### src/utf8d_pkg.sv
// Shared widths, byte codes and types for the UTF-8 byte stream decoder.
`default_nettype none
package utf8d_pkg;

	localparam int BYTE_W = 8;
	localparam int CP_W   = 21;
	localparam int REM_W  = 2;
	localparam int CONT_W = 6;

	localparam logic [CP_W-1:0]   REPLACEMENT_CP = 21'h00FFFD;

	localparam logic [BYTE_W-1:0] ASCII_LIMIT = 8'h80;
	localparam logic [BYTE_W-1:0] LEAD2_LO    = 8'hC2;
	localparam logic [BYTE_W-1:0] LEAD2_HI    = 8'hDF;
	localparam logic [BYTE_W-1:0] LEAD3_LO    = 8'hE0;
	localparam logic [BYTE_W-1:0] LEAD3_HI    = 8'hEF;
	localparam logic [BYTE_W-1:0] LEAD4_LO    = 8'hF0;
	localparam logic [BYTE_W-1:0] LEAD4_HI    = 8'hF4;

	localparam logic [REM_W-1:0] REM_NONE  = 2'd0;
	localparam logic [REM_W-1:0] REM_ONE   = 2'd1;
	localparam logic [REM_W-1:0] REM_TWO   = 2'd2;
	localparam logic [REM_W-1:0] REM_THREE = 2'd3;

	typedef struct packed {
		logic            emit;
		logic [CP_W-1:0] cp;
	} dec_res_t;

endpackage
`default_nettype wire

### src/utf8d_decode.sv
// Sequence state and per-byte decode logic of the UTF-8 decoder.
`default_nettype none
module utf8d_decode (
	input  wire logic                           clk,
	input  wire logic                           arst_n,
	input  wire logic [utf8d_pkg::BYTE_W-1:0]   byte_s1,
	input  wire logic                           advance,
	output utf8d_pkg::dec_res_t                 res
);

	logic [utf8d_pkg::REM_W-1:0] rem_q;
	logic [utf8d_pkg::CP_W-1:0]  partial_q;
	logic [utf8d_pkg::REM_W-1:0] rem_d;
	logic [utf8d_pkg::CP_W-1:0]  partial_d;
	logic [utf8d_pkg::CP_W-1:0]  shifted;

	assign shifted = {partial_q[utf8d_pkg::CP_W-utf8d_pkg::CONT_W-1:0],
		byte_s1[utf8d_pkg::CONT_W-1:0]};

	always_comb begin
		rem_d     = rem_q;
		partial_d = partial_q;
		res.emit  = 1'b0;
		res.cp    = shifted;
		priority if (rem_q != utf8d_pkg::REM_NONE) begin
			rem_d = rem_q - utf8d_pkg::REM_ONE;
			if (rem_q == utf8d_pkg::REM_ONE) begin
				res.emit  = 1'b1;
				partial_d = '0;
			end else begin
				partial_d = shifted;
			end
		end else if (byte_s1 < utf8d_pkg::ASCII_LIMIT) begin
			res.emit = 1'b1;
			res.cp   = {{(utf8d_pkg::CP_W-utf8d_pkg::BYTE_W){1'b0}}, byte_s1};
		end else if (byte_s1 >= utf8d_pkg::LEAD2_LO && byte_s1 <= utf8d_pkg::LEAD2_HI) begin
			rem_d     = utf8d_pkg::REM_ONE;
			partial_d = {{(utf8d_pkg::CP_W-5){1'b0}}, byte_s1[4:0]};
		end else if (byte_s1 >= utf8d_pkg::LEAD3_LO && byte_s1 <= utf8d_pkg::LEAD3_HI) begin
			rem_d     = utf8d_pkg::REM_TWO;
			partial_d = {{(utf8d_pkg::CP_W-4){1'b0}}, byte_s1[3:0]};
		end else if (byte_s1 >= utf8d_pkg::LEAD4_LO && byte_s1 <= utf8d_pkg::LEAD4_HI) begin
			rem_d     = utf8d_pkg::REM_THREE;
			partial_d = {{(utf8d_pkg::CP_W-3){1'b0}}, byte_s1[2:0]};
		end else begin
			res.emit = 1'b1;
			res.cp   = utf8d_pkg::REPLACEMENT_CP;
		end
	end

	always_ff @(posedge clk or negedge arst_n) begin
		if (!arst_n) begin
			rem_q     <= utf8d_pkg::REM_NONE;
			partial_q <= '0;
		end else if (advance) begin
			rem_q     <= rem_d;
			partial_q <= partial_d;
		end
	end

`ifndef NO_ASSERTIONS
	// The gathered bits are cleared whenever no sequence is open.
	a_idle_partial_zero: assert property (@(posedge clk) disable iff (!arst_n)
		rem_q == utf8d_pkg::REM_NONE |-> partial_q == '0)
		else $error("partial value not cleared outside a sequence");

	// A code point is never emitted while more than one continuation is due.
	a_no_early_emit: assert property (@(posedge clk) disable iff (!arst_n)
		advance && rem_q != utf8d_pkg::REM_NONE && rem_q != utf8d_pkg::REM_ONE
		|-> !res.emit)
		else $error("code point emitted before the sequence ended");

	// The last continuation beat closes the sequence.
	a_last_closes: assert property (@(posedge clk) disable iff (!arst_n)
		advance && rem_q == utf8d_pkg::REM_ONE |=> rem_q == utf8d_pkg::REM_NONE)
		else $error("sequence still open after its last continuation");
`endif

endmodule
`default_nettype wire

### src/utf8d_out_reg.sv
// Result register of the UTF-8 decoder with its output handshake.
`default_nettype none
module utf8d_out_reg (
	input  wire logic                         clk,
	input  wire logic                         arst_n,
	input  wire logic                         load,
	input  wire logic [utf8d_pkg::CP_W-1:0]   cp_d,
	output logic                              slot_free,
	output logic                              cp_valid,
	input  wire logic                         cp_ready,
	output logic [utf8d_pkg::CP_W-1:0]        code_point
);

	logic                        valid_s2;
	logic [utf8d_pkg::CP_W-1:0]  cp_s2;

	assign slot_free  = !valid_s2 || cp_ready;
	assign cp_valid   = valid_s2;
	assign code_point = cp_s2;

	always_ff @(posedge clk or negedge arst_n) begin
		if (!arst_n) begin
			valid_s2 <= 1'b0;
		end else if (load) begin
			valid_s2 <= 1'b1;
		end else if (cp_ready) begin
			valid_s2 <= 1'b0;
		end
	end

	always_ff @(posedge clk) begin
		if (load) begin
			cp_s2 <= cp_d;
		end
	end

endmodule
`default_nettype wire

### src/utf8_byte_stream_decoder.sv
// UTF-8 byte stream decoder top level: input register, decode stage and result register.
// Throughput is one byte per cycle unless the output stalls; byte_ready gates each byte.
// A completing byte passes the input register, then its code point the result register.
// Bytes that open or continue a sequence give no result and leave the output untouched.
// The output register is reloaded in the cycle it is taken, so stalls cost no bubbles.
// Reset clears the sequence state and all valid flags; data registers are not reset.
`default_nettype none
module utf8_byte_stream_decoder (
	input  wire logic                           clk,
	input  wire logic                           arst_n,
	input  wire logic                           byte_valid,
	output logic                                byte_ready,
	input  wire logic [utf8d_pkg::BYTE_W-1:0]   byte_in,
	output logic                                cp_valid,
	input  wire logic                           cp_ready,
	output logic [utf8d_pkg::CP_W-1:0]          code_point
);

	logic                          valid_s1;
	logic [utf8d_pkg::BYTE_W-1:0]  byte_s1;
	logic                          advance;
	logic                          slot_free;
	utf8d_pkg::dec_res_t           res;

	assign advance    = valid_s1 && (!res.emit || slot_free);
	assign byte_ready = !valid_s1 || advance;

	always_ff @(posedge clk or negedge arst_n) begin
		if (!arst_n) begin
			valid_s1 <= 1'b0;
		end else if (byte_valid && byte_ready) begin
			valid_s1 <= 1'b1;
		end else if (advance) begin
			valid_s1 <= 1'b0;
		end
	end

	always_ff @(posedge clk) begin
		if (byte_valid && byte_ready) begin
			byte_s1 <= byte_in;
		end
	end

	utf8d_decode u_decode (
		.clk     (clk),
		.arst_n  (arst_n),
		.byte_s1 (byte_s1),
		.advance (advance),
		.res     (res)
	);

	utf8d_out_reg u_out_reg (
		.clk        (clk),
		.arst_n     (arst_n),
		.load       (advance && res.emit),
		.cp_d       (res.cp),
		.slot_free  (slot_free),
		.cp_valid   (cp_valid),
		.cp_ready   (cp_ready),
		.code_point (code_point)
	);

endmodule
`default_nettype wire
### config.mk
export PLATFORM = sky130hd
export DESIGN_NAME = utf8_byte_stream_decoder
export DESIGN_NICKNAME = d
export VERILOG_FILES = /design/src/utf8d_pkg.sv /design/src/utf8d_decode.sv /design/src/utf8d_out_reg.sv /design/src/utf8_byte_stream_decoder.sv
export SDC_FILE = /design/constraint.sdc
export NUM_CORES = 1
export LEC_CHECK = 0
export BUFFER_PORTS_ARGS = -buffer_cell sky130_fd_sc_hd__buf_2
export CAP_MARGIN = 15
export CORE_MARGIN = 2
export CORE_UTILIZATION = 58
export DETAILED_ROUTE_END_ITERATION = 6
export PLACE_DENSITY = 0.82
export SLEW_MARGIN = 5
export SYNTH_ARGS = -nofsm -noshare
export SYNTH_HDL_FRONTEND = slang
export SYNTH_SLANG_ARGS = --single-unit
### constraint.sdc
create_clock -name clk -period 9.27 [get_ports clk]
set_input_delay 0 -clock clk [delete_from_list [all_inputs] [get_ports clk]]
set_output_delay 0 -clock clk [all_outputs]
set_load 0.02 [all_outputs]
==> out/results.txt, run 1 <==
Main synth FF type -> edfxtp_1
HPWL after detailed placement -> 2170 um
syn nets -> 143
count of final max-slew check failures -> 0
leakage -> 0.000980 uW
Final Total Pwr -> 591 uW
cell family with most CP delay -> simple AND/OR/NAND/NOR gates
Post-Layout Cell Count -> 223
top cell type's share of synthesized area -> 44.4%
overall die width -> 62.1 um
WP data arrival -> 2270 ps
peak supply drop -> 0.161 mV
Reg area -> 1350 um^2
Die Y-Extent -> 62.1 um
worst-path fanout max -> 19
number of cells produced by synthesis -> 131
initial DRC count -> 75
dpl cell area -> 2140 um^2
Fmax -> 468 MHz
Post-Layout Inst Area -> 2320 um^2
later-pin clock latency in the skew report -> 360 ps
Syn. warnings -> 0
Unique masters post-synth -> 40
Post-Syn Area -> 1960 um^2
largest net degree at the start of global routing -> 22
Rel. slew slack -> 55.4%
Post-synth EDFFs -> 29
top post-synthesis cells by count -> edfxtp_1, dfrtp_1, a22o_1
DR WL/cell -> 15.1 um
HP Class -> in2reg
Nets -> 188
antenna cell count -> 0
initial antenna violation count -> 0
Area Overhead vs Synth -> 18.6%
placed instance count -> 205
Least-Margin Pin Slew -> 670 ps
mean post-synth cell area -> 15.0 um^2
CTS root buf -> clkbuf_4
I/O pin total -> 35
GRT Util Overall -> 18.6%
drt pass-1 iters -> 4
CTS tree -> built
Final setup viols -> 0
CP cell instances -> nor4_2, or3_4, and3_1, and2b_1
Max-cap violations -> 0
pwr dens -> 254 nW/um^2
FILL cells -> 225
layout cell share with drive strength beyond 1 -> 29.4%
WP buf/inv -> 0
H-tree Lvls -> 2
core area -> 3280 um^2
Hold Path Origin -> cp_ready
Via density -> 5.62
worst hold endpoint -> valid_s1
Sink Count -> 48
CP peak stage delay -> 590 ps
R2R setup slack -> 7130 ps
die area -> 3860 um^2
PostCTS Resize Cnt -> 0
biggest area consumer among synthesized cells -> edfxtp_1
FF-to-FF End -> u_out_reg.code_point[17]
Area contributors post-synth -> edfxtp_1, dfrtp_1, a22o_1
Setup crit start kind -> flop
CP max stage cell -> and3_1
RD Place Congestion -> 0.878
Starting Density -> 59.7%
period utilization -> 23.1%
row cnt -> 21
Routed WL -> 3380 um
top-count cell post-synth -> edfxtp_1
critical setup path kind -> reg2reg
via count -> 1,253
DRC viols -> 0
first-pass GRT wire length -> 5430 um
RSZ-0062 raised after global routing -> no
Setup TNS -> 0 ps
Synth Register Bits -> 48
final hold viol count -> 0
clk buf depth -> 2
Period minus WS final -> 2140 ps
asr flop ratio synth -> 39.6%
Reg clk slew, reported paths -> 130 ps
sequential area share after synthesis -> 68.7%
Port Buffers -> 34
crit end category -> flop
Reg2Reg Depth -> 4
Clock Skew -> 8.03 ps
CTS buffer count -> 5
grt total ovfl -> 0
Antenna Nets Post-Route -> 0
status -> complete, no violations
RR Startpoint -> byte_s1[2]
vias in the first global route -> 1,191
WP data required -> 9400 ps
Multi-input gate area -> 554 um^2
Hold Path Depth -> 3
==> sequential cells by signal, indices dropped and copies added (netlist names) <==
register and flops:
u_decode.rem_q 2, byte_s1 8, u_out_reg.code_point 21, u_out_reg.cp_valid 1, valid_s1 1, u_decode.partial_q 15
==> how the worst max path moves through the flow <==
stage,start,to,slack (ps),cells past startpoint
after floorplan,byte_s1[2],u_out_reg.code_point[0],6170,4
after global placement,byte_s1[7],byte_s1[0],7240,4
after CTS,byte_s1[7],byte_s1[0],7160,4
after global routing,byte_s1[2],u_out_reg.code_point[17],7010,4
after detailed placement,byte_s1[7],byte_s1[0],7160,4
final,byte_s1[2],u_out_reg.code_point[17],7130,4
==> tightest hold or removal path, cell delays in order <==
cell and delay [ps]:
buf_2 70, nand2b_1 210, o31ai_1 100
==> where the power goes <==
part / leakage, uW / switching, uW / internal (uW)
Combinational: 0.000401 / 96.2 / 64.6
Sequential: 0.000532 / 28.7 / 284
Clock: 0.0000466 / 63.6 / 53.9
Total: 0.000980 / 189 / 403
==> per-layer routing <==
layer  vias to the layer above  part of all wire (%)  global-route usage (%)
li1                        595                     -                       -
met1                       613                    41                    22.2
met2                        40                    53                    31.9
met3                         5                   4.8                    5.07
met4                         0                   1.7                    7.78
met5                         -                     0                       0
==> timing repair <==
action,4_1_cts,5_1_grt
hold endpoints to repair,28,0
setup buffers,0,0
hold buffers,10,0
endpoints found under the setup margin,0,0
==> kinds of logic after synthesis <==
family          after synthesis  synth area share, %
compound gates               46                 18.7
buf+inv                       8                 3.26
flops                        48                 68.7
simple gates                 29                 9.32
==> metrics by stage <==
| stage | worst slack (ps) | hold slack (ps) | utilization, % |
|---|---|---|---|
| global placement | 7240 | -37.0 | 65.1 |
| finish | 7130 | 51.6 | 70.8 |
| detailed placement | 7160 | -33.7 | 65.1 |
| floorplan | 6170 | -296 | - |
| global route | 7010 | 79.7 | 70.8 |
| CTS | 7160 | 37.8 | 70.8 |
==> cells in the final DEF (no fill, tap or decap), types with 2 or more instances in the layout <==
cell,instances
nor2_1,2
dlygate4sd3_1,10
clkbuf_4,5
nand2_1,4
or3_1,2
nand3_1,2
edfxtp_1,29
dfrtp_1,19
a31o_2,2
o21ai_0,5
buf_2,34
nand2b_1,4
o21a_1,9
a22o_1,14
nor3_1,3
and2b_1,4
a21o_1,3
==> cell type report <==
class	instances	area share (%)
sequential	48	57.9
timing repair buffer	45	11.9
inverter	1	0.161
clock inverter	1	0.377
clock buffer	7	3.28
tap	46	2.48
multi-input combinational	75	23.8
Note: power is estimated with default switching activity, not from simulation.
==> run 2: changes to the inputs <==
--- a/config.mk
+++ b/config.mk
@@ -8,9 +8,9 @@
 export BUFFER_PORTS_ARGS = -buffer_cell sky130_fd_sc_hd__buf_2
 export CAP_MARGIN = 15
 export CORE_MARGIN = 2
-export CORE_UTILIZATION = 58
+export CORE_UTILIZATION = 54
 export DETAILED_ROUTE_END_ITERATION = 6
-export PLACE_DENSITY = 0.82
+export PLACE_DENSITY = 0.78
 export SLEW_MARGIN = 5
 export SYNTH_ARGS = -nofsm -noshare
 export SYNTH_HDL_FRONTEND = slang
==> constraint.sdc (replaced) <==
create_clock -name clk -period 2.01 [get_ports clk]
set_input_delay 0 -clock clk [delete_from_list [all_inputs] [get_ports clk]]
set_output_delay 0 -clock clk [all_outputs]
set_load 0.02 [all_outputs]
==> out/results.txt, run 2 (synthesized netlist as in run 1, its figures left out) <==
first-pass GRT wire length -> 6180 um (+14%)
count of final max-slew check failures -> 0 (unchanged)
Setup TNS -> 0 ps (unchanged)
Reg area -> 1350 um^2 (unchanged)
RD Place Congestion -> 0.860 (-2.0%)
Setup crit start kind -> flop
max reg flops -> 21 (unchanged)
overall die width -> 64.2 um (+3.4%)
CP cell instances -> nor4_4, or3_4, a21oi_4, or3_4, buf_6
DRC viols -> 0 (unchanged)
GRT Util Overall -> 20.2% (+1.6 points)
Finished Core Util -> 71.5% (+0.76 points)
Crit path top cell by count -> or3_4
Nets -> 199 (+5.9%)
CTS buffer count -> 5 (unchanged)
Rel. slew slack -> 68.9% (+14 points)
row cnt -> 21 (unchanged)
Sequential Power Share -> 52.4% (-0.5 points)
Period minus WS final -> 1960 ps
Max-cap violations -> 0 (unchanged)
leakage -> 0.00104 uW (+5.8%)
Least-Margin Pin Slew -> 463 ps (-207 ps)
drt pass-1 iters -> 4 (unchanged)
grt total ovfl -> 0 (unchanged)
I/O pin total -> 35 (unchanged)
Clock Power Share -> 17.3% (-2.6 points)
initial antenna violation count -> 0 (unchanged)
Antenna Nets Post-Route -> 0 (unchanged)
Final setup viols -> 0 (unchanged)
WP buf/inv -> 1 (+1)
layout cell share with drive strength beyond 1 -> 36.2% (+6.8 points)
later-pin clock latency in the skew report -> 370 ps (about the same)
Switching Share -> 33.1% (+1.2 points)
pwr dens -> 1130 nW/um^2 (+340%)
cell family with most CP delay -> simple AND/OR/NAND/NOR gates
WP data required -> 2010 ps (-7390 ps)
initial DRC count -> 91 (+21%)
crit end category -> primary output
Reg clk slew, reported paths -> 140 ps (about the same)
Port Buffers -> 34 (unchanged)
largest net degree at the start of global routing -> 22 (unchanged)
commonest non-fill, non-tap cell in the layout -> buf_2
final hold viol count -> 0 (unchanged)
Pint -> 1850 uW (+360%)
Switch Pwr -> 913 uW (+380%)
worst-path fanout max -> 5 (-14)
Multi-input gate area -> 592 um^2 (+6.8%)
FILL cells -> 226 (+0.44%)
antenna cell count -> 0 (unchanged)
clk buf depth -> 2 (unchanged)
Die Y-Extent -> 64.2 um (+3.4%)
Sink Count -> 48 (unchanged)
WP data arrival -> 1960 ps (-310 ps)
HP Class -> in2reg
DR WL/cell -> 16.1 um (+6.6%)
Via density -> 5.66 (+0.78%)
Routed WL -> 3780 um (+12%)
Clock Skew -> 7.53 ps (-0.493 ps)
R2R setup slack -> 120 ps (-7010 ps)
H-tree Lvls -> 2 (unchanged)
CTS root buf -> clkbuf_4
CP max stage cell -> edfxtp_1
period utilization -> 97.4%
Starting Density -> 57.4% (-2.3 points)
die area -> 4130 um^2 (+6.9%)
critical setup path kind -> reg2out
via count -> 1,325 (+5.7%)
Logic pwr share -> 30.3% (+3.1 points)
vias in the first global route -> 1,295 (+8.7%)
HPWL after detailed placement -> 2340 um (+7.4%)
peak supply drop -> 0.568 mV (+250%)
status -> complete, no violations
RSZ-0062 raised after global routing -> yes
CTS tree -> built
most frequent cells in the layout -> buf_2, edfxtp_1, dfrtp_1, a22o_1, buf_4
CP peak stage delay -> 490 ps (-100 ps)
Area Overhead vs Synth -> 24.7%
core area -> 3420 um^2 (+4.0%)
Fmax -> 511 MHz
run 2: path summary, 6_finish.rpt:
check                                        from  depth (start not counted)                 endpoint
min reg2reg                u_decode.partial_q[14]                          1   u_decode.partial_q[14]
max in group asynchronous                  arst_n                          2    u_decode.partial_q[4]
max reg2reg                            byte_s1[5]                          4  u_out_reg.code_point[8]
min                                      cp_ready                          3                 valid_s1
max                                    byte_s1[2]                          5               byte_ready
min in group asynchronous                  arst_n                          2        u_decode.rem_q[0]
run 2: tightest hold or removal path: stages:
cell and delay, ps:
buf_2 70, nand2b_1 220, o31ai_1 110
run 2: timing repair:
action / 4_1_cts / 5_1_grt
endpoints found under the hold margin: 28 / 0
endpoints found under the setup margin: 2 / 21
resized for setup: 2 / 5
setup buffers: 0 / 7
hold buffers: 10 / 0
pin swaps: 0 / 3
run 2: metrics by stage:
step           area (um^2)  worst slack [ps]  hold WS (ps)  power [uW]  instances
2_1_floorplan         1980             -51.4          -296        2050        131
3_3_place_gp          2200              99.0         -47.6        2230        209
3_5_place_dp          2200              22.1         -28.9        2260        209
4_1_cts               2380              3.57          41.0        2750        227
5_1_grt               2440             -53.9          89.0        2920        234
6_report              2440              52.7          69.0        2760        234
run 2: final cells by class:
cell class              instances  area share, %
clock buffers                   6           2.10
clock inverters                 2          0.563
inverters                       1          0.154
multi-input cells              75           24.2
flip-flops and latches         48           55.1
well taps                      46           2.36
repair buffers                 56           15.5
run 2: layer usage:
| layer | vias to the layer above | global-route usage [%] | part of all wire (%) |
|---|---|---|---|
| met4 | 0 | 7.18 | 1.6 |
| met1 | 655 | 25.2 | 40 |
| li1 | 620 | - | - |
| met2 | 44 | 34.1 | 54 |
| met5 | - | 0 | 0 |
| met3 | 6 | 5.28 | 4.7 |
run 2: power groups by stage:
| stage | combinational, uW | clock, uW | sequential [uW] |
|---|---|---|---|
| floorplan | 476 | 0 | 1570 |
| global placement | 778 | 0 | 1450 |
| detailed placement | 789 | 0 | 1470 |
| CTS | 810 | 490 | 1450 |
| global route | 902 | 548 | 1470 |
| finish | 837 | 478 | 1450 |
